## config.mk

```make
export PLATFORM = sky130hd
export DESIGN_NAME = dns_a_response_parser_unit_flat
export DESIGN_NICKNAME = d
export VERILOG_FILES = /design/src/design/dnsap_pkg.sv /design/src/design/dnsap_req_if.sv /design/src/design/dnsap_rsp_if.sv /design/src/design/dns_a_response_parser_unit.sv /design/src/design/dnsap_in_stage.sv /design/src/design/dnsap_parser.sv /design/src/design/dnsap_rsp_reg.sv /design/src/flat_wrapper.sv
export SDC_FILE = /design/constraint.sdc
export NUM_CORES = 1
export LEC_CHECK = 0
export ABC_CLOCK_PERIOD_IN_PS = 4600
export BUFFER_PORTS_ARGS = -buffer_cell sky130_fd_sc_hd__buf_2
export CORE_ASPECT_RATIO = 1.25
export CORE_UTILIZATION = 37
export CTS_CLUSTER_SIZE = 24
export DETAILED_ROUTE_END_ITERATION = 6
export MAX_ROUTING_LAYER = met4
export PLACE_DENSITY = 0.5
export SLEW_MARGIN = 15
export SYNTH_ARGS = -nofsm -noshare
export SYNTH_HDL_FRONTEND = slang
export SYNTH_SLANG_ARGS = --single-unit
export TNS_END_PERCENT = 1
```

## constraint.sdc

```tcl
create_clock -name clock -period 4.6 [get_ports clock]
set_input_delay 0.23 -clock clock [delete_from_list [all_inputs] [get_ports clock]]
set_output_delay 0.23 -clock clock [all_outputs]
set_load 0.01 [all_outputs]
```

## src/design/dnsap_pkg.sv

```systemverilog
// Package for the DNS A-record response parser.
// Holds the parse phase type, status codes, header offsets and stage structs.
// No dependencies; imported by every design module.
`default_nettype none

package dnsap_pkg;

   // Parse phases of one message
   typedef enum logic [3:0] {
      PH_HEADER,
      PH_QNAME,
      PH_QPTR,
      PH_QTAIL,
      PH_ANAME,
      PH_APTR,
      PH_ATAIL,
      PH_ASKIP,
      PH_ADDR,
      PH_DONE,
      PH_FAIL
   } phase_type;

   // Result status codes
   localparam logic [1:0] ST_OK     = 2'd0;
   localparam logic [1:0] ST_OTHER  = 2'd1;
   localparam logic [1:0] ST_WRONG  = 2'd2;
   localparam logic [1:0] ST_SERVER = 2'd3;

   // Header byte offsets that carry a check or a count
   localparam logic [3:0] HDR_ID_LO    = 4'd1;
   localparam logic [3:0] HDR_FLAGS_HI = 4'd2;
   localparam logic [3:0] HDR_FLAGS_LO = 4'd3;
   localparam logic [3:0] HDR_QD_LO    = 4'd5;
   localparam logic [3:0] HDR_AN_LO    = 4'd7;
   localparam logic [3:0] HDR_LAST     = 4'd11;

   // Name and record layout
   localparam logic [7:0]  PTR_MARK     = 8'hc0;
   localparam logic [7:0]  LABEL_RSVD   = 8'h40;
   localparam logic [3:0]  QTAIL_LEN    = 4'd4;
   localparam logic [3:0]  ATAIL_LEN    = 4'd10;
   localparam logic [3:0]  ATAIL_TYPE_END = 4'd2;
   localparam logic [3:0]  ATAIL_RDLEN  = 4'd8;
   localparam logic [3:0]  ADDR_LEN     = 4'd4;
   localparam logic [15:0] TYPE_A       = 16'd1;

   // One registered message byte
   typedef struct packed {
      logic [7:0] pkt_byte;
      logic       last_byte;
   } byte_item_type;

   // One parse result
   typedef struct packed {
      logic [1:0]  status;
      logic [31:0] ipv4_address;
   } result_type;

endpackage

`default_nettype wire

```

## src/design/dnsap_req_if.sv

```systemverilog
// Input channel interface: one message byte per transfer.
// Used by the top level and the input stage; no dependencies.
`default_nettype none

interface dnsap_req_if;
   logic       valid;
   logic       ready;
   logic [7:0] pkt_byte;
   logic       last_byte;

   modport source (output valid, output pkt_byte, output last_byte, input ready);
   modport sink   (input valid, input pkt_byte, input last_byte, output ready);
endinterface

`default_nettype wire

```

## src/design/dnsap_rsp_if.sv

```systemverilog
// Result channel interface: status and captured IPv4 address per transfer.
// Used by the top level and the result register; no dependencies.
`default_nettype none

interface dnsap_rsp_if;
   logic        valid;
   logic        ready;
   logic [1:0]  status;
   logic [31:0] ipv4_address;

   modport source (output valid, output status, output ipv4_address, input ready);
   modport sink   (input valid, input status, input ipv4_address, output ready);
endinterface

`default_nettype wire

```

## src/design/dns_a_response_parser_unit.sv

```systemverilog
// Top level of the DNS A-record response parser.
// Depends on dnsap_pkg, dnsap_req_if, dnsap_rsp_if, dnsap_in_stage, dnsap_parser,
// dnsap_rsp_reg.
`default_nettype none

// Takes a DNS response one byte per transfer on req_chan and gives one result
// on rsp_chan for each byte marked last: status (ok, other response, wrong
// packet, server error) and the address of the first type A answer, zero
// unless ok. Throughput is one byte per clock unless a final byte stalls;
// bytes pass an input register and the parse logic, and the result register
// loads a result as its final byte leaves the input register. It holds one
// result; while it waits, non-final bytes of the next message keep flowing,
// and only a final byte stalls until the result is taken. The user must write
// expected_id through csr_wr_en/csr_wr_data only while no message is in flight;
// the block does not enforce this. No clearing pass is needed after reset.
module dns_a_response_parser_unit
   import dnsap_pkg::*;
(
   input  wire logic        clock,
   input  wire logic        reset,
   dnsap_req_if.sink        req_chan,
   dnsap_rsp_if.source      rsp_chan,
   input  wire logic        csr_wr_en,
   input  wire logic [15:0] csr_wr_data
);

   logic          item_valid;
   byte_item_type item;
   logic          take;
   logic          out_free;
   logic          res_valid;
   result_type    res;

   dnsap_in_stage u_in_stage (
      .clock      (clock),
      .reset      (reset),
      .req_chan   (req_chan),
      .take       (take),
      .item_valid (item_valid),
      .item       (item)
   );

   dnsap_parser u_parser (
      .clock       (clock),
      .reset       (reset),
      .csr_wr_en   (csr_wr_en),
      .csr_wr_data (csr_wr_data),
      .item_valid  (item_valid),
      .item        (item),
      .out_free    (out_free),
      .take        (take),
      .res_valid   (res_valid),
      .res         (res)
   );

   dnsap_rsp_reg u_rsp_reg (
      .clock     (clock),
      .reset     (reset),
      .res_valid (res_valid),
      .res       (res),
      .out_free  (out_free),
      .rsp_chan  (rsp_chan)
   );

endmodule

`default_nettype wire

```

## src/design/dnsap_in_stage.sv

```systemverilog
// Input register stage: holds one accepted byte until the parser takes it.
// Depends on dnsap_pkg and dnsap_req_if.
`default_nettype none

module dnsap_in_stage
   import dnsap_pkg::*;
(
   input  wire logic    clock,
   input  wire logic    reset,
   dnsap_req_if.sink    req_chan,
   input  wire logic    take,
   output logic         item_valid,
   output byte_item_type item
);

   logic          valid_ff, valid_in;
   byte_item_type item_ff, item_in;
   logic          accept;

   // Free when empty or when the parser takes the held byte this cycle
   assign req_chan.ready = !valid_ff || take;
   assign accept         = req_chan.valid && req_chan.ready;

   always_comb begin
      valid_in = valid_ff;
      item_in  = item_ff;
      if (accept) begin
         valid_in          = 1'b1;
         item_in.pkt_byte  = req_chan.pkt_byte;
         item_in.last_byte = req_chan.last_byte;
      end else if (take) begin
         valid_in = 1'b0;
      end
   end

   always_ff @(posedge clock) begin
      if (reset) begin
         valid_ff <= 1'b0;
      end else begin
         valid_ff <= valid_in;
      end
      item_ff <= item_in;
   end

   assign item_valid = valid_ff;
   assign item       = item_ff;

endmodule

`default_nettype wire

```

## src/design/dnsap_parser.sv

```systemverilog
// Byte-wide DNS response parser: header checks, question skip, answer walk.
// Holds all parse state and the expected id register. Depends on dnsap_pkg.
`default_nettype none

module dnsap_parser
   import dnsap_pkg::*;
(
   input  wire logic          clock,
   input  wire logic          reset,
   input  wire logic          csr_wr_en,
   input  wire logic [15:0]   csr_wr_data,
   input  wire logic          item_valid,
   input  wire byte_item_type item,
   input  wire logic          out_free,
   output logic               take,
   output logic               res_valid,
   output result_type         res
);

   logic [15:0] expected_id_ff;

   phase_type   phase_ff, phase_in;
   logic [3:0]  header_index_ff, header_index_in;
   logic [15:0] header_word_ff, header_word_in;
   logic [15:0] qd_remaining_ff, qd_remaining_in;
   logic [15:0] an_remaining_ff, an_remaining_in;
   logic [15:0] skip_count_ff, skip_count_in;
   logic [3:0]  field_index_ff, field_index_in;
   logic [15:0] record_type_ff, record_type_in;
   logic [15:0] rdata_length_ff, rdata_length_in;
   logic [31:0] found_address_ff, found_address_in;
   logic [1:0]  held_status_ff, held_status_in;
   logic        answer_found_ff, answer_found_in;

   logic [7:0]  b;
   logic [15:0] hw;
   logic [3:0]  fi_inc;
   logic [15:0] rt_new, rl_new;
   logic [15:0] an_dec, qd_dec, skip_dec;
   logic        name_ptr_q;

   // A final byte needs room in the result register
   assign take = item_valid && (!item.last_byte || out_free);

   // Configuration register
   always_ff @(posedge clock) begin
      if (reset) begin
         expected_id_ff <= '0;
      end else if (csr_wr_en) begin
         expected_id_ff <= csr_wr_data;
      end
   end

   // Next state for one byte
   always_comb begin
      phase_in         = phase_ff;
      header_index_in  = header_index_ff;
      header_word_in   = header_word_ff;
      qd_remaining_in  = qd_remaining_ff;
      an_remaining_in  = an_remaining_ff;
      skip_count_in    = skip_count_ff;
      field_index_in   = field_index_ff;
      record_type_in   = record_type_ff;
      rdata_length_in  = rdata_length_ff;
      found_address_in = found_address_ff;
      held_status_in   = held_status_ff;
      answer_found_in  = answer_found_ff;

      b          = item.pkt_byte;
      hw         = {header_word_ff[7:0], b};
      fi_inc     = field_index_ff + 4'd1;
      rt_new     = (field_index_ff < ATAIL_TYPE_END) ? {record_type_ff[7:0], b}
                                                     : record_type_ff;
      rl_new     = (field_index_ff >= ATAIL_RDLEN) ? {rdata_length_ff[7:0], b}
                                                  : rdata_length_ff;
      an_dec     = an_remaining_ff - 16'd1;
      qd_dec     = qd_remaining_ff - 16'd1;
      skip_dec   = skip_count_ff - 16'd1;
      name_ptr_q = (phase_ff == PH_QNAME);

      case (phase_ff)
         PH_HEADER: begin
            header_word_in = hw;
            if (header_index_ff == HDR_ID_LO && hw != expected_id_ff) begin
               held_status_in = ST_OTHER;
               phase_in       = PH_FAIL;
            end else if (header_index_ff == HDR_FLAGS_HI && !b[7]) begin
               held_status_in = ST_WRONG;
               phase_in       = PH_FAIL;
            end else if (header_index_ff == HDR_FLAGS_LO && b[3:0] != 4'd0) begin
               held_status_in = ST_SERVER;
               phase_in       = PH_FAIL;
            end else if (header_index_ff == HDR_AN_LO && hw == 16'd0) begin
               an_remaining_in = hw;
               held_status_in  = ST_SERVER;
               phase_in        = PH_FAIL;
            end else begin
               if (header_index_ff == HDR_QD_LO) qd_remaining_in = hw;
               if (header_index_ff == HDR_AN_LO) an_remaining_in = hw;
               if (header_index_ff == HDR_LAST) begin
                  header_index_in = 4'd0;
                  skip_count_in   = '0;
                  phase_in        = (qd_remaining_ff != 16'd0) ? PH_QNAME : PH_ANAME;
               end else begin
                  header_index_in = header_index_ff + 4'd1;
               end
            end
         end
         // Label bytes are skipped by count; zero ends, pointer mark ends after one more
         PH_QNAME, PH_ANAME: begin
            if (skip_count_ff != 16'd0) begin
               skip_count_in = skip_dec;
            end else if (b == 8'd0) begin
               field_index_in = 4'd0;
               phase_in       = name_ptr_q ? PH_QTAIL : PH_ATAIL;
            end else if (b >= PTR_MARK) begin
               phase_in = name_ptr_q ? PH_QPTR : PH_APTR;
            end else if (b >= LABEL_RSVD) begin
               held_status_in = ST_WRONG;
               phase_in       = PH_FAIL;
            end else begin
               skip_count_in = {8'd0, b};
            end
         end
         PH_QPTR: begin
            field_index_in = 4'd0;
            phase_in       = PH_QTAIL;
         end
         PH_APTR: begin
            field_index_in = 4'd0;
            phase_in       = PH_ATAIL;
         end
         PH_QTAIL: begin
            if (fi_inc == QTAIL_LEN) begin
               field_index_in  = 4'd0;
               qd_remaining_in = qd_dec;
               phase_in        = (qd_dec != 16'd0) ? PH_QNAME : PH_ANAME;
            end else begin
               field_index_in = fi_inc;
            end
         end
         // Fixed record part: type in the first two bytes, RDLENGTH in the last two
         PH_ATAIL: begin
            if (fi_inc == ATAIL_LEN) begin
               field_index_in  = 4'd0;
               record_type_in  = '0;
               rdata_length_in = '0;
               if (rt_new == TYPE_A) begin
                  found_address_in = '0;
                  phase_in         = PH_ADDR;
               end else if (rl_new == 16'd0) begin
                  an_remaining_in = an_dec;
                  if (an_dec == 16'd0) begin
                     held_status_in = ST_WRONG;
                     phase_in       = PH_FAIL;
                  end else begin
                     phase_in = PH_ANAME;
                  end
               end else begin
                  skip_count_in = rl_new;
                  phase_in      = PH_ASKIP;
               end
            end else begin
               field_index_in  = fi_inc;
               record_type_in  = rt_new;
               rdata_length_in = rl_new;
            end
         end
         PH_ASKIP: begin
            skip_count_in = skip_dec;
            if (skip_dec == 16'd0) begin
               an_remaining_in = an_dec;
               if (an_dec == 16'd0) begin
                  held_status_in = ST_WRONG;
                  phase_in       = PH_FAIL;
               end else begin
                  phase_in = PH_ANAME;
               end
            end
         end
         PH_ADDR: begin
            found_address_in = {found_address_ff[23:0], b};
            if (fi_inc == ADDR_LEN) begin
               field_index_in  = 4'd0;
               answer_found_in = 1'b1;
               phase_in        = PH_DONE;
            end else begin
               field_index_in = fi_inc;
            end
         end
         default: begin
         end
      endcase
   end

   // Result on the final byte
   always_comb begin
      res_valid = take && item.last_byte;
      if (phase_in == PH_DONE && answer_found_in) begin
         res.status       = ST_OK;
         res.ipv4_address = found_address_in;
      end else if (phase_in == PH_FAIL) begin
         res.status       = held_status_in;
         res.ipv4_address = '0;
      end else begin
         res.status       = ST_WRONG;
         res.ipv4_address = '0;
      end
   end

   // Parse state; the final byte restarts the parse
   always_ff @(posedge clock) begin
      if (reset || (take && item.last_byte)) begin
         phase_ff         <= PH_HEADER;
         header_index_ff  <= '0;
         header_word_ff   <= '0;
         qd_remaining_ff  <= '0;
         an_remaining_ff  <= '0;
         skip_count_ff    <= '0;
         field_index_ff   <= '0;
         record_type_ff   <= '0;
         rdata_length_ff  <= '0;
         found_address_ff <= '0;
         held_status_ff   <= '0;
         answer_found_ff  <= 1'b0;
      end else if (take) begin
         phase_ff         <= phase_in;
         header_index_ff  <= header_index_in;
         header_word_ff   <= header_word_in;
         qd_remaining_ff  <= qd_remaining_in;
         an_remaining_ff  <= an_remaining_in;
         skip_count_ff    <= skip_count_in;
         field_index_ff   <= field_index_in;
         record_type_ff   <= record_type_in;
         rdata_length_ff  <= rdata_length_in;
         found_address_ff <= found_address_in;
         held_status_ff   <= held_status_in;
         answer_found_ff  <= answer_found_in;
      end
   end

`ifndef SYNTH
   // Every final byte returns the parser to the header
   a_restart: assert property (@(posedge clock) disable iff (reset)
      take && item.last_byte |=> phase_ff == PH_HEADER && header_index_ff == 4'd0)
      else $error("parser did not restart after final byte");

   // A captured address always comes with the found flag
   a_done_found: assert property (@(posedge clock) disable iff (reset)
      phase_ff == PH_DONE |-> answer_found_ff)
      else $error("done phase without captured address");

   // A failed message always holds a failing status
   a_fail_status: assert property (@(posedge clock) disable iff (reset)
      phase_ff == PH_FAIL |-> held_status_ff != ST_OK)
      else $error("fail phase holds ok status");
`endif

endmodule

`default_nettype wire

```

## src/design/dnsap_rsp_reg.sv

```systemverilog
// Result register: holds one parse result until the sink takes it.
// Depends on dnsap_pkg and dnsap_rsp_if.
`default_nettype none

module dnsap_rsp_reg
   import dnsap_pkg::*;
(
   input  wire logic       clock,
   input  wire logic       reset,
   input  wire logic       res_valid,
   input  wire result_type res,
   output logic            out_free,
   dnsap_rsp_if.source     rsp_chan
);

   logic       valid_ff, valid_in;
   result_type res_ff, res_in;

   assign out_free = !valid_ff || rsp_chan.ready;

   always_comb begin
      valid_in = valid_ff;
      res_in   = res_ff;
      if (res_valid) begin
         valid_in = 1'b1;
         res_in   = res;
      end else if (rsp_chan.ready) begin
         valid_in = 1'b0;
      end
   end

   always_ff @(posedge clock) begin
      if (reset) begin
         valid_ff <= 1'b0;
      end else begin
         valid_ff <= valid_in;
      end
      res_ff <= res_in;
   end

   assign rsp_chan.valid        = valid_ff;
   assign rsp_chan.status       = res_ff.status;
   assign rsp_chan.ipv4_address = res_ff.ipv4_address;

`ifndef SYNTH
   // Only an ok result carries an address
   a_addr_zero: assert property (@(posedge clock) disable iff (reset)
      valid_ff && res_ff.status != ST_OK |-> res_ff.ipv4_address == 32'd0)
      else $error("address present on failing result");

   // A new result is only loaded when the register is free
   a_no_overwrite: assert property (@(posedge clock) disable iff (reset)
      res_valid |-> out_free)
      else $error("result loaded over a pending result");
`endif

endmodule

`default_nettype wire
```

## src/flat_wrapper.sv

```systemverilog
// flat-port wrapper written by rule: the top's interface ports become plain ports
module dns_a_response_parser_unit_flat import dnsap_pkg::*;
  (clock, reset, csr_wr_en, csr_wr_data, req_chan_valid, req_chan_pkt_byte, req_chan_last_byte, req_chan_ready, rsp_chan_valid, rsp_chan_status, rsp_chan_ipv4_address, rsp_chan_ready);
  dnsap_req_if req_chan_i ();
  dnsap_rsp_if rsp_chan_i ();
  input  wire logic clock;
  input  wire logic reset;
  input  wire logic csr_wr_en;
  input  wire logic [15:0] csr_wr_data;
  input wire logic [$bits(req_chan_i.valid)-1:0] req_chan_valid;
  input wire logic [$bits(req_chan_i.pkt_byte)-1:0] req_chan_pkt_byte;
  input wire logic [$bits(req_chan_i.last_byte)-1:0] req_chan_last_byte;
  output wire logic [$bits(req_chan_i.ready)-1:0] req_chan_ready;
  output wire logic [$bits(rsp_chan_i.valid)-1:0] rsp_chan_valid;
  output wire logic [$bits(rsp_chan_i.status)-1:0] rsp_chan_status;
  output wire logic [$bits(rsp_chan_i.ipv4_address)-1:0] rsp_chan_ipv4_address;
  input wire logic [$bits(rsp_chan_i.ready)-1:0] rsp_chan_ready;
  assign req_chan_i.valid = req_chan_valid;
  assign req_chan_i.pkt_byte = req_chan_pkt_byte;
  assign req_chan_i.last_byte = req_chan_last_byte;
  assign req_chan_ready = req_chan_i.ready;
  assign rsp_chan_valid = rsp_chan_i.valid;
  assign rsp_chan_status = rsp_chan_i.status;
  assign rsp_chan_ipv4_address = rsp_chan_i.ipv4_address;
  assign rsp_chan_i.ready = rsp_chan_ready;
  dns_a_response_parser_unit u_core (.clock(clock), .reset(reset), .req_chan(req_chan_i), .rsp_chan(rsp_chan_i), .csr_wr_en(csr_wr_en), .csr_wr_data(csr_wr_data));
endmodule
```

# Word level (Yosys, flattened, before mapping)
# Index checks and enable logic that the tools add are counted.
# word_totals
in_bits,30
regBits,196
output_inout_bits,36
word_cells,201
# classes
bitwise_logic,5
add_sub_neg,5
order_cmp,4
n_reduce_logical,43
n_mux,86
eq_ne,38
# ops
cell,count
2-to-1 mux 16 bit,31
2-to-1 mux 32 bit,3
2-to-1 mux 4 bit,21
zero test 16 bit,4
case mux 16 bit (4 select lines),1
case mux 32 bit (2 select lines),1
case mux 16 bit (3 select lines),1
nonzero test 16 bit,3
subtractor 16 x 1 -> 16 bit (second input constant),3
2-to-1 mux 34 bit,1
case mux 16 bit (2 select lines),1
case mux 4 bit (8 select lines),1
equality test 4 x 3 -> 1 bit (second input constant),7
inequality test 2 bit (second input constant),14
2-to-1 mux 2 bit,13
equality test 4 bit (second input constant),5
equality test 16 x 1 -> 1 bit (second input constant),1
equality test 4 x 2 -> 1 bit (second input constant),4
inequality test 16 bit,1
case mux 4 bit (4 select lines),1
AND reduction 13 bit,1
2-to-1 mux 3 bit,4
inequality test 3 bit (second input constant),4
nonzero test 4 bit,3
other kinds (22),52

# Logic depth before layout (Yosys ltp)
# Gate-level depths: netlist (run 1).
# logic_depth
word_depth,11
mapped_depth,15
depth_no_buf,11

# Hierarchy
# Synthesis (run 1) repeated with hierarchy kept, for this count alone.
# unflattened
hier_cells,1201
hier_area_um2,10441.3
# by_module_without_submodules
module,area_each_um2,instances,cells_per_inst,seq_area_each_um2
dnsap_parser,9048.7,1,1149,3022.9
dnsap_rsp_reg,1067.3,1,38,1041.0
dnsap_in_stage,325.3,1,14,290.3

# Worst setup path before layout (run 1)
# OpenSTA, ideal clock, no wires.
# synth_path
path_type,reg-to-reg
from,register u_core.u_parser.an_remaining_ff[0]
to,"register u_core.u_rsp_reg.res_ff, in the netlist u_core.u_rsp_reg.rsp_chan.ipv4_address[5], data pin"
setup_ps,137
arrival_time_ps,3190
required_ps,4463
period_less_slack_ps,3327
path_stages_with_launch,15
path_slack_ps,1273
path_buffers,3
path_cell_list,dfxtp_1 -> buf_2 -> inv_1 -> ha_1 -> o21bai_1 -> a311o_1 -> o21ai_1 -> o21ai_1 -> nor4_1 -> a211oi_1 -> nor4_1 -> or4b_1 -> buf_6 -> buf_12 -> nor2_4
# synth_via
elab_chain_cells,10
word_cells_on_any_way,11
classes_between,add/sub: 1; eq/ne: 1; mux: 7; reduce/logical: 2
# synth_lines
item,line_no,text
"start, declared",dnsap_parser.sv:26,"logic [15:0] an_remaining_ff, an_remaining_in;"
"start signal, assigned",dnsap_parser.sv:231,an_remaining_ff <= an_remaining_in;
subtractor 16 x 1 -> 16 bit *,dnsap_parser.sv:76,an_dec = an_remaining_ff - 16'd1;
zero test 16 bit *,"dnsap_parser.sv:153, dnsap_parser.sv:173",
2-to-1 mux 4 bit *,"dnsap_parser.sv:153, dnsap_parser.sv:173",
2-to-1 mux 4 bit,dnsap_parser.sv:151,end else if (rl_new == 16'd0) begin
2-to-1 mux 4 bit,dnsap_parser.sv:148,if (rt_new == TYPE_A) begin
2-to-1 mux 4 bit,dnsap_parser.sv:144,if (fi_inc == ATAIL_LEN) begin
case mux 4 bit (8 select lines) *,dnsap_parser.sv:81,case (phase_ff)
equality test 4 bit *,dnsap_parser.sv:199,if (phase_in == PH_DONE && answer_found_in) begin
logical AND 1 bit *,dnsap_parser.sv:199,
2-to-1 mux 32 bit *,dnsap_parser.sv:199,
"end signal, assigned",dnsap_rsp_reg.sv:38,res_ff <= res_in;
"end, declared",dnsap_rsp_reg.sv:17,"result_type res_ff, res_in;"
# Every way passes the cells marked *; elsewhere a longest branch is shown, timed or not.
# A chain may end at the register's enable or synchronous reset.

# Final worst setup path (run 1)
# layout_path
from,register u_core.u_parser.an_remaining_ff[0]
to,"register u_core.u_rsp_reg.res_ff, in the netlist u_core.u_rsp_reg.rsp_chan.ipv4_address[18], data pin"
# Same word-level chain as after synthesis.

==> results of run 1 <==
-- metal layers --
layer | wire length, um | GRT usage | vias to the layer above | part of all wire
met5 | 0 | - | - | 0
met4 | 824 | 0.08314 | 0 | 0.027
met3 | 1039 | 0.02977 | 52 | 0.034
met2 | 15280 | 0.3726 | 205 | 0.50
met1 | 13570 | 0.2671 | 4424 | 0.44
li1 | - | - | 4557 | -
-- kinds of logic after synthesis --
logic type | count (synthesis)
simple gates | 489
xor+xnor | 29
compound gates | 350
mux | 28
flops | 196
buf+inv | 117
fa+ha+maj | 12
-- final timing paths --
kind	start	slack, ns	cells past startpoint	to
worst max-delay path	u_core.u_parser.an_remaining_ff[0]	0.34	13	u_core.u_rsp_reg.rsp_chan.ipv4_address[18]
worst min-delay path	csr_wr_data[4]	0.02	3	u_core.u_parser.expected_id_ff[4]
worst max register to register	u_core.u_parser.an_remaining_ff[0]	0.34	13	u_core.u_rsp_reg.rsp_chan.ipv4_address[18]
worst min register to register	u_core.u_parser.answer_found_ff	0.48	2	u_core.u_parser.answer_found_ff
-- flip-flops by register name, summed over array words and instances, names as in the netlist, 8 cells and up --
register                                count
u_core.u_parser.skip_count_ff              16
u_core.u_rsp_reg.rsp_chan.ipv4_address     32
u_core.u_parser.qd_remaining_ff            16
u_core.u_parser.found_address_ff           32
u_core.u_in_stage.item                      9
u_core.u_parser.an_remaining_ff            16
u_core.u_parser.expected_id_ff             16
u_core.u_parser.rdata_length_ff            16
u_core.u_parser.header_word_ff              8
u_core.u_parser.record_type_ff             16
-- Yosys cell counts (4+ instances only) --
cell type | count | share of area
a211o_1 | 4 | 0.0033
a211oi_1 | 14 | 0.010
a21boi_0 | 4 | 0.0029
a21o_1 | 4 | 0.0029
a21oi_1 | 76 | 0.036
a221oi_1 | 4 | 0.0033
a22oi_1 | 112 | 0.080
a31oi_1 | 5 | 0.0030
and2_1 | 5 | 0.0030
and3_1 | 9 | 0.0053
buf_1 | 4 | 0.0014
buf_2 | 4 | 0.0019
clkbuf_1 | 83 | 0.030
dfxtp_1 | 153 | 0.29
edfxtp_1 | 43 | 0.12
ha_1 | 12 | 0.014
inv_1 | 19 | 0.0068
mux2i_1 | 28 | 0.027
nand2_1 | 77 | 0.027
nand2b_1 | 12 | 0.0071
nand3_1 | 27 | 0.013
nand3b_1 | 7 | 0.0050
nand4_1 | 15 | 0.0089
nor2_1 | 186 | 0.066
nor2_4 | 30 | 0.032
nor2b_1 | 4 | 0.0024
nor3_1 | 30 | 0.014
nor3b_1 | 7 | 0.0050
nor4_1 | 25 | 0.015
nor4_2 | 4 | 0.0048
nor4b_1 | 10 | 0.0083
o211ai_1 | 4 | 0.0029
o21a_1 | 5 | 0.0036
o21ai_0 | 64 | 0.030
o21ai_1 | 6 | 0.0029
o22ai_1 | 7 | 0.0042
o31ai_1 | 4 | 0.0029
o32ai_1 | 4 | 0.0033
or2_2 | 7 | 0.0042
or3_1 | 7 | 0.0042
or4_1 | 7 | 0.0050
xnor2_1 | 5 | 0.0042
xor2_1 | 24 | 0.020
-- area by class of cell --
cell class	count	share of cell area
Sequential cell	196	0.3678
Clock inverter	13	0.01004
Timing Repair Buffer	111	0.06130
Clock buffer	19	0.03657
Tap cell	350	0.03699
Multi-Input combinational cell	908	0.4807
Inverter	21	0.006658
-- power groups by stage --
stage | Clock [mW] | Sequential [mW] | Combinational [mW]
2_1_floorplan | 0 | 1.84 | 0.257
3_3_place_gp | 0 | 1.85 | 0.379
3_5_place_dp | 0 | 1.85 | 0.376
4_1_cts | 1.50 | 1.81 | 0.386
5_1_grt | 1.56 | 1.82 | 0.425
6_report | 1.46 | 1.81 | 0.387
-- through the flow --
step                      utilization  hold slack (ns)  instance area (um^2)  power, mW  setup slack, ns
after CTS                      0.4254        0.0003617                 11840      3.693           0.4130
after floorplan                     -           0.3289                 10530      2.098            1.273
after global placement         0.4012           0.4126                 11160      2.231           0.5287
after global routing           0.4255         0.001180                 11840      3.805           0.2014
after detailed placement       0.4012           0.4105                 11160      2.228           0.4886
final                          0.4255          0.02015                 11840      3.654           0.3355
-- repair_timing --
item                       4_1_cts  5_1_grt
hold endpoints to repair        12        0
setup endpoints to repair        0        0
hold buffers                    12        0
-- worst register-to-register path: stages, from the launching register on --
cell,delay [ns]
dfxtp_1,0.52
inv_1,0.09
ha_1,0.37
o21bai_1,0.25
a311o_1,0.36
o21ai_1,0.08
o21ai_1,0.08
nor4_1,0.40
buf_4,0.23
a211oi_1,0.10
nor4_1,0.48
or4b_4,0.75
buf_12,0.30
nor2_4,0.13
==> flow_summary.yaml, run 1 <==
pwr:
  p_per_area_nw_per_um2: 308.7
  intPower_mw: 2.627
  p_leak_nw: 4.190
  p_clk_frac: 0.398
  comb_power_share: 0.106
  p_sw_frac: 0.2811
  power_switching_mw: 1.027
  seq_power_share: 0.496
  vdd_drop_max_mv: 0.2458
worst_setup_path:
  crit_chain: "inv_1 -> ha_1 -> o21bai_1 -> a311o_1 -> o21ai_1 -> o21ai_1 -> nor4_1 -> buf_4 -> a211oi_1 -> nor4_1 -> or4b_4 -> buf_12 -> nor2_4"
  worst-setup-path-type: "flop to flop"
  worst-path-max-fanout: 18
  cp_slowest_cell: "or4b_4"
  cp_num_buf_inv: 3
  arrival_ns: 4.58
  cp.required_ns: 4.91
  startpoint_type: "flop"
  max_stage_delay_ns: 0.75
  cp-end-kind: "flop"
  crit_family: "simple AND/OR/NAND/NOR gates"
sta:
  fin_crit_ns: 4.264
  clock_skew_ns: 0.009759
  setup_violations: 0
  final_hold_viol_count: 0
  max_freq_ghz: 0.2345
  grt_setup_unrepaired: "no"
  period_share: 0.9271
  worstMarginPinSlew_ns: 1.175
  slew_viol_final: 0
  tns_ns: 0
  slew_headroom: 0.2113
synthesis:
  async_reset_ff_frac: 0
  syn-cell-area_um2: 10530
  yosysUniqueCellTypes: 77
  synth-simple-area-share: 0.2516
  synth.area.mux_share: 0.02662
  synth-seq-cells: 196
  yosysSeqAreaShare: 0.4135
  synth_xor_area_frac: 0.02412
  synth_compound_area_frac: 0.2216
  avgSynthCellArea_um2: 8.623
  synth_top_family_by_area: "simple AND/OR/NAND/NOR gates"
  synth_cells: 1221
  yosysWarnings: 0
  synthesis.nets: 1263
  synth_ff_type: "dfxtp_1"
  synthAdderAreaFrac: 0.01426
  synth_edf_count: 43
floorplan:
  rows: 68
  core_area_um2: 27820
  die_h_um: 190.6
  die_w_um: 152.9
  ios: 66
  start_util: 0.3784
  die_area_um2: 29140
route:
  first_pass_iters: 5
  vias_per_cell: 5.710
  drt-initial-drc-count: 587
  vias: 9238
  drt_drc_violations_left: 0
  wl_per_cell_um: 18.98
  antenna_left: 0
  wirelength_um: 30710
finish:
  fillers: 2803
  syn_to_final_growth_pct: 12.44
  instances_no_fill: 1618
  seqCellArea_um2: 4354
  drive_gt1_frac: 0.1483
  final_nets: 1297
  layout_common_cells: "185 x nor2_1, 153 x dfxtp_1, 112 x a22oi_1"
  final_common_cell: "nor2_1"
  multiInputGateArea_um2: 5690
  n_antenna_cell: 0
global_route:
  grt_antenna_before_repair: 0
  grt_pass1_wl_um: 49160
  grtUsageTotal: 0.2203
  grt_pass1_vias: 8718
  grt-ovfl-total: 0
  grt_max_degree: 67
place:
  gp_congestion: 0.9321
  port_buffers: 65
  post-dp-hpwl_um: 20960
  placed_cells_incl_taps: 1574
cts:
  path_clk_slew_ns: 0.08
  cts_made_buffers: 17
  clock_path_buffers: 2
  cts_tree: "done"
  cts-resized-gates: 0
  htreeDepth: 4
  cts.sinks: 196
  insertion_delay_ns: 0.44
  root_buffer: "clkbuf_16"
  postCtsSetupBuffers: 0
hold_path:
  hold_class: "primary input to flop"
run_status:
  status: "finished clean"
flow_run:
  cap_violations: 0
Power figures use the tool's default switching activity.
==> run 2, diff against run 1 <==
- ABC_AREA: default -> 1
- SETUP_SLACK_MARGIN: default -> 0.5
==> run 2 against run 1 <==
Highest routed layer unchanged. Utilization is 0.64 points lower. Global-route usage is 1.5 points higher. Combinational power grew to 2.7 times the previous value. Synthesized cell count is 42% higher. Final area is 9.4% higher. Sequential power is 4% higher. Worst setup slack better by 0.60 ns. Non-clock buffer count is 20 lower. Die area is 9.8% higher. Critical endpoint is now u_core.u_rsp_reg.rsp_chan.ipv4_address[14].
==> flow_summary.yaml, run 2 <==
cts:
  cts_hold_buf: 12
  cts_tree: "done"
  cts_made_buffers: 17
  cts.sinks: 196
  path_clk_slew_ns: 0.08
  postCtsSetupBuffers: 0
  cts-resized-gates: 0
  root_buffer: "clkbuf_16"
  htreeDepth: 4
  clock_path_buffers: 2
  insertion_delay_ns: 0.46
worst_setup_path:
  worstReg2RegStart: "u_core.u_parser.field_index_ff[3]"
  cp_num_buf_inv: 2
  cp.required_ns: 4.82
  startpoint_type: "flop"
  r2r-end: "u_core.u_rsp_reg.rsp_chan.ipv4_address[14]"
  crit_chain: "inv_2 -> nand4_1 -> nand2_2 -> nor2_1 -> nand2_1 -> nor2_1 -> nand3_1 -> nor2_1 -> nand3_1 -> nand2_1 -> nand3_1 -> nand2_2 -> nor2_4 -> nand2_4 -> buf_12 -> nor2_4"
  reg2reg_slack_ns: 0.93
  worst-path-max-fanout: 21
  cp.depth: 16
  worst-setup-path-type: "flop to flop"
  cp_slowest_cell: "dfxtp_1"
  crit_family: "simple AND/OR/NAND/NOR gates"
  arrival_ns: 3.89
  crit_start: "u_core.u_parser.field_index_ff[3]"
  cp-end-kind: "flop"
  reg2reg_depth: 16
  max_stage_delay_ns: 0.75
  worstSetupEndpoint: "u_core.u_rsp_reg.rsp_chan.ipv4_address[14]"
sta:
  grt_setup_unrepaired: "no"
  slew_headroom: 0.3222
  period_share: 0.7976
  final_hold_viol_count: 0
  setup_violations: 0
  worstMarginPinSlew_ns: 1.016
  max_freq_ghz: 0.2726
  tns_ns: 0
  fin_crit_ns: 3.669
  slew_viol_final: 0
  whs_ns: 0.05081
  clock_skew_ns: 0.01633
global_route:
  grt_max_degree: 72
  grt-ovfl-total: 0
  grtUsageTotal: 0.2355
  grt_pass1_wl_um: 56810
  grt_pass1_vias: 10370
  grt_antenna_before_repair: 1
floorplan:
  core_area_um2: 30900
  die_w_um: 160.2
  rows: 72
  die_area_um2: 31990
  start_util: 0.3745
  ios: 66
  die_h_um: 199.7
synthesis:
  synth-seq-cells: 196
  async_reset_ff_frac: 0
  synth_cells: 1731
  synth_edf_count: 43
  synth_top_area_share: 0.2647
  synth_ff_type: "dfxtp_1"
  synth_common_cells: "427 x nand2_1, 254 x inv_1, 190 x nor2_1"
  syn-cell-area_um2: 11570
  yosysSeqAreaShare: 0.3763
  yosys.area.top_type: "dfxtp_1"
  yosysWarnings: 0
  synthesis.nets: 1773
  yosysUniqueCellTypes: 50
  avgSynthCellArea_um2: 6.685
  synthTopCellsByArea: "dfxtp_1 26%, nand2_1 14%, edfxtp_1 11%"
  yosysMostFrequentCell: "nand2_1"
finish:
  drive_gt1_frac: 0.1140
  syn_to_final_growth_pct: 11.93
  final_nets: 1818
  post-route-util: 0.4191
  layout_common_cells: "425 x nand2_1, 254 x inv_1, 190 x nor2_1"
  final_common_cell: "nand2_1"
route:
  antenna_left: 0
  wirelength_um: 35770
  wl_per_cell_um: 16.28
  first_pass_iters: 7
  vias_per_cell: 4.994
  drt-initial-drc-count: 717
  vias: 10970
  drt_drc_violations_left: 0
place:
  port_buffers: 65
  gp_congestion: 0.9446
  post-dp-hpwl_um: 25720
hold_path:
  hold_class: "primary input to flop"
pwr:
  vdd_drop_max_mv: 0.2126
  p_leak_nw: 5.689
  power_mw: 4.576
  p_per_area_nw_per_um2: 353.3
flow_run:
  cap_violations: 0
run_status:
  status: "finished clean"
[run 2: cell count changes after synthesis, moves of 40 or more]
cell      change
o21ai_0      +59
inv_1       +235
a21oi_1      +71
a22oi_1     -108
nand2_1     +350
clkbuf_1     -40
nand3_1      +45
[run 2: power by group]
group          leakage [nW]  internal [mW]  switching, mW  total, mW
sequential             1.68           1.82         0.0706       1.89
clock                 0.315          0.857          0.783       1.64
combinational          3.69          0.321          0.721       1.04
total                  5.69           3.00           1.57       4.58
[run 2: worst min path at each step]
stage	from	slack [ns]	depth (start not counted)	to
6_report	req_chan_valid	0.05	3	u_core.u_in_stage.item_valid
5_1_grt	csr_wr_data[13]	0.07	3	u_core.u_parser.expected_id_ff[13]
4_1_cts	req_chan_valid	0.03	3	u_core.u_in_stage.item_valid
3_5_place_dp	req_chan_pkt_byte[1]	0.41	1	u_core.u_in_stage.item[2]
3_3_place_gp	req_chan_pkt_byte[1]	0.41	1	u_core.u_in_stage.item[2]
2_1_floorplan	reset	0.30	1	u_core.u_in_stage.item_valid
[run 2: through the flow]
step	cells	setup WS, ns	cell area [um^2]
finish	2197	0.9312	12950
global route	2197	0.5520	12950
CTS	2196	0.9296	12950
detailed placement	2152	0.9316	12190
global placement	2152	0.9977	12190
floorplan	1731	2.244	11570
[run 2: tightest hold or removal path: cells and delay by family]
kind / cells / cell delay, ns
AO/OA/AOI/OAI: 1 / 0.06
buffers and inverters: 1 / 0.10
AND/OR/NAND/NOR: 1 / 0.07
[run 2: cell type report]
cell class | instances | area, um^2
diodes | 1 | 2.502
clock buffers | 18 | 439.2
clock inverters | 14 | 202.7
fillers | 3302 | 17950
inverters | 270 | 1013
multi-input cells | 1200 | 5867
flip-flops and latches | 196 | 4354
well taps | 407 | 509.2
repair buffers | 91 | 563.0
[run 2: logic make-up after synthesis]
group                    count (synthesis)  share of synthesized area
adder cells (fa/ha/maj)                 12                    0.01298
AND/OR/NAND/NOR                        794                     0.3059
buffers and inverters                  335                     0.1175
AO/OA/AOI/OAI                          384                     0.1797
XOR/XNOR                                10                   0.007570
flip-flops                             196                     0.3763
[run 2: layer usage]
metal | share of wire | global-route usage | vias to the layer above
met1 | 0.44 | 0.2820 | 5038
met4 | 0.023 | 0.07831 | 0
met2 | 0.50 | 0.4100 | 238
li1 | - | - | 5650
met5 | 0 | - | -
met3 | 0.040 | 0.02823 | 46
==> run 3, diff against run 2 <==
- ABC_CLOCK_PERIOD_IN_PS: 4600 -> 3550
- clock period: 4.6 -> 3.55 ns (I/O delays scaled with it)
==> run 3 against run 2 <==
First-iteration DRC count is 8.6% higher. Clock skew decreased by 0.0016 ns. Fmax increased by 21%. Clock power is 26% higher. Non-clock buffer count grew 25. Critical path depth is 1 higher. Wire length increased by 1.3%. Hold slack got worse by 0.027 ns. Largest power group unchanged. Highest routed layer unchanged.
==> flow_summary.yaml, run 3 (same netlist as run 2, synthesis figures left out) <==
run_status:
  status: "finished clean"
route:
  vias_per_cell: 5.009
  vias: 11130
  antenna_left: 0
  first_pass_iters: 6
  drt-initial-drc-count: 779
  drt_drc_violations_left: 0
  wl_per_cell_um: 16.31
  wirelength_um: 36220
finish:
  final_common_cell: "nand2_1"
  layout_common_cells: "425 x nand2_1, 253 x inv_1, 188 x nor2_1"
  drive_gt1_frac: 0.1251
  final_nets: 1843
  n_antenna_cell: 0
  syn_to_final_growth_pct: 13.64
  post-route-util: 0.4255
  instances_no_fill: 2221
  fillers: 3333
  multiInputGateArea_um2: 5877
  seqCellArea_um2: 4354
cts:
  cts_tree: "done"
  cts.sinks: 196
  htreeDepth: 4
  root_buffer: "clkbuf_16"
  path_clk_slew_ns: 0.08
  insertion_delay_ns: 0.45
  cts_made_buffers: 17
  clock_path_buffers: 2
floorplan:
  start_util: 0.3745
  die_w_um: 160.2
  core_area_um2: 30900
  die_area_um2: 31990
  rows: 72
  die_h_um: 199.7
  ios: 66
worst_setup_path:
  crit_start: "u_core.u_in_stage.item[1]"
  startpoint_type: "flop"
  worst-path-max-fanout: 10
  worstReg2RegStart: "u_core.u_in_stage.item[1]"
  crit_chain: "inv_1 -> nand2_1 -> o21ai_1 -> nand2_1 -> nor2_1 -> nand3_1 -> nor2_4 -> nor2_1 -> nand3_1 -> nand2_1 -> nor2_1 -> nand3_1 -> nand2_2 -> nor2_4 -> nand2_4 -> buf_4 -> nor2_4"
  cp_num_buf_inv: 2
  max_stage_delay_ns: 0.51
  arrival_ns: 3.24
  crit_family: "simple AND/OR/NAND/NOR gates"
  reg2reg_slack_ns: 0.51
  cp-end-kind: "flop"
  cp.required_ns: 3.75
  worst-setup-path-type: "flop to flop"
  cp_slowest_cell: "edfxtp_1"
flow_run:
  cap_violations: 0
place:
  pre_cts_slack_ns: 0.3277
  port_buffers: 65
  post-dp-hpwl_um: 26180
  gp_congestion: 0.9787
  placed_cells_incl_taps: 2171
pwr:
  p_leak_nw: 5.794
  vdd_drop_max_mv: 0.2729
  p_per_area_nw_per_um2: 449.7
sta:
  clock_skew_ns: 0.01469
  setup_slack_ns: 0.5138
  grt_setup_unrepaired: "yes"
  tns_ns: 0
  slew_headroom: 0.3043
  setup_violations: 0
  fin_crit_ns: 3.036
  worstMarginPinSlew_ns: 1.042
  max_freq_ghz: 0.3294
  slew_viol_final: 0
  final_hold_viol_count: 0
  period_share: 0.8553
hold_path:
  hold_start: "csr_wr_data[13]"
  hold_class: "primary input to flop"
global_route:
  grt_antenna_before_repair: 0
  grt-ovfl-total: 0
  grtUsageTotal: 0.2393
  grt_max_degree: 65
  grt_pass1_wl_um: 57740
  grt_pass1_vias: 10540
## run 3: layer usage
metal / up-vias / track usage / share of wire
li1: 5704 / - / -
met1: 5114 / 0.2871 / 0.44
met2: 235 / 0.4058 / 0.49
met3: 73 / 0.03010 / 0.034
met4: 0 / 0.09912 / 0.036
met5: - / - / 0
## run 3: area by class of cell
type                            count  area share
Clock inverter                     15     0.01542
Inverter                          270     0.07736
Timing Repair Buffer              116     0.05805
Clock buffer                       17     0.03235
Tap cell                          407     0.03873
Multi-Input combinational cell   1200      0.4469
Sequential cell                   196      0.3311
## run 3: worst min-delay path, stage by stage
cell and delay (ns):
buf_2 0.07, o21ai_0 0.07, a21oi_1 0.11
## run 3: stage by stage
stage / total power, mW / hold slack (ns) / area (um^2)
2_1_floorplan: 3.490 / 0.2466 / 11570
3_3_place_gp: 3.862 / 0.3587 / 12330
3_5_place_dp: 3.864 / 0.3638 / 12330
4_1_cts: 5.973 / 0.001448 / 13140
5_1_grt: 6.258 / 0.03569 / 13150
6_report: 5.912 / 0.02394 / 13150
## run 3: what timing repair did
item,CTS,global route
hold buffers,17,0
gates resized for setup,2,2
setup endpoints to repair,31,64
endpoints found under the hold margin,14,0
buffers inserted,1,0
cloned,0,0
## run 3: final timing paths
path / end / cells after the start
max: u_core.u_rsp_reg.rsp_chan.ipv4_address[29] / 17
min: u_core.u_parser.expected_id_ff[13] / 3
max reg2reg: u_core.u_rsp_reg.rsp_chan.ipv4_address[29] / 17
min reg2reg: u_core.u_parser.rdata_length_ff[11] / 2
## run 3: where the power goes
group,internal (mW),switching [mW],leakage (nW)
Clock,1.03,1.04,0.302
Sequential,2.36,0.0800,1.68
Combinational,0.438,0.960,3.81
Total,3.83,2.09,5.79
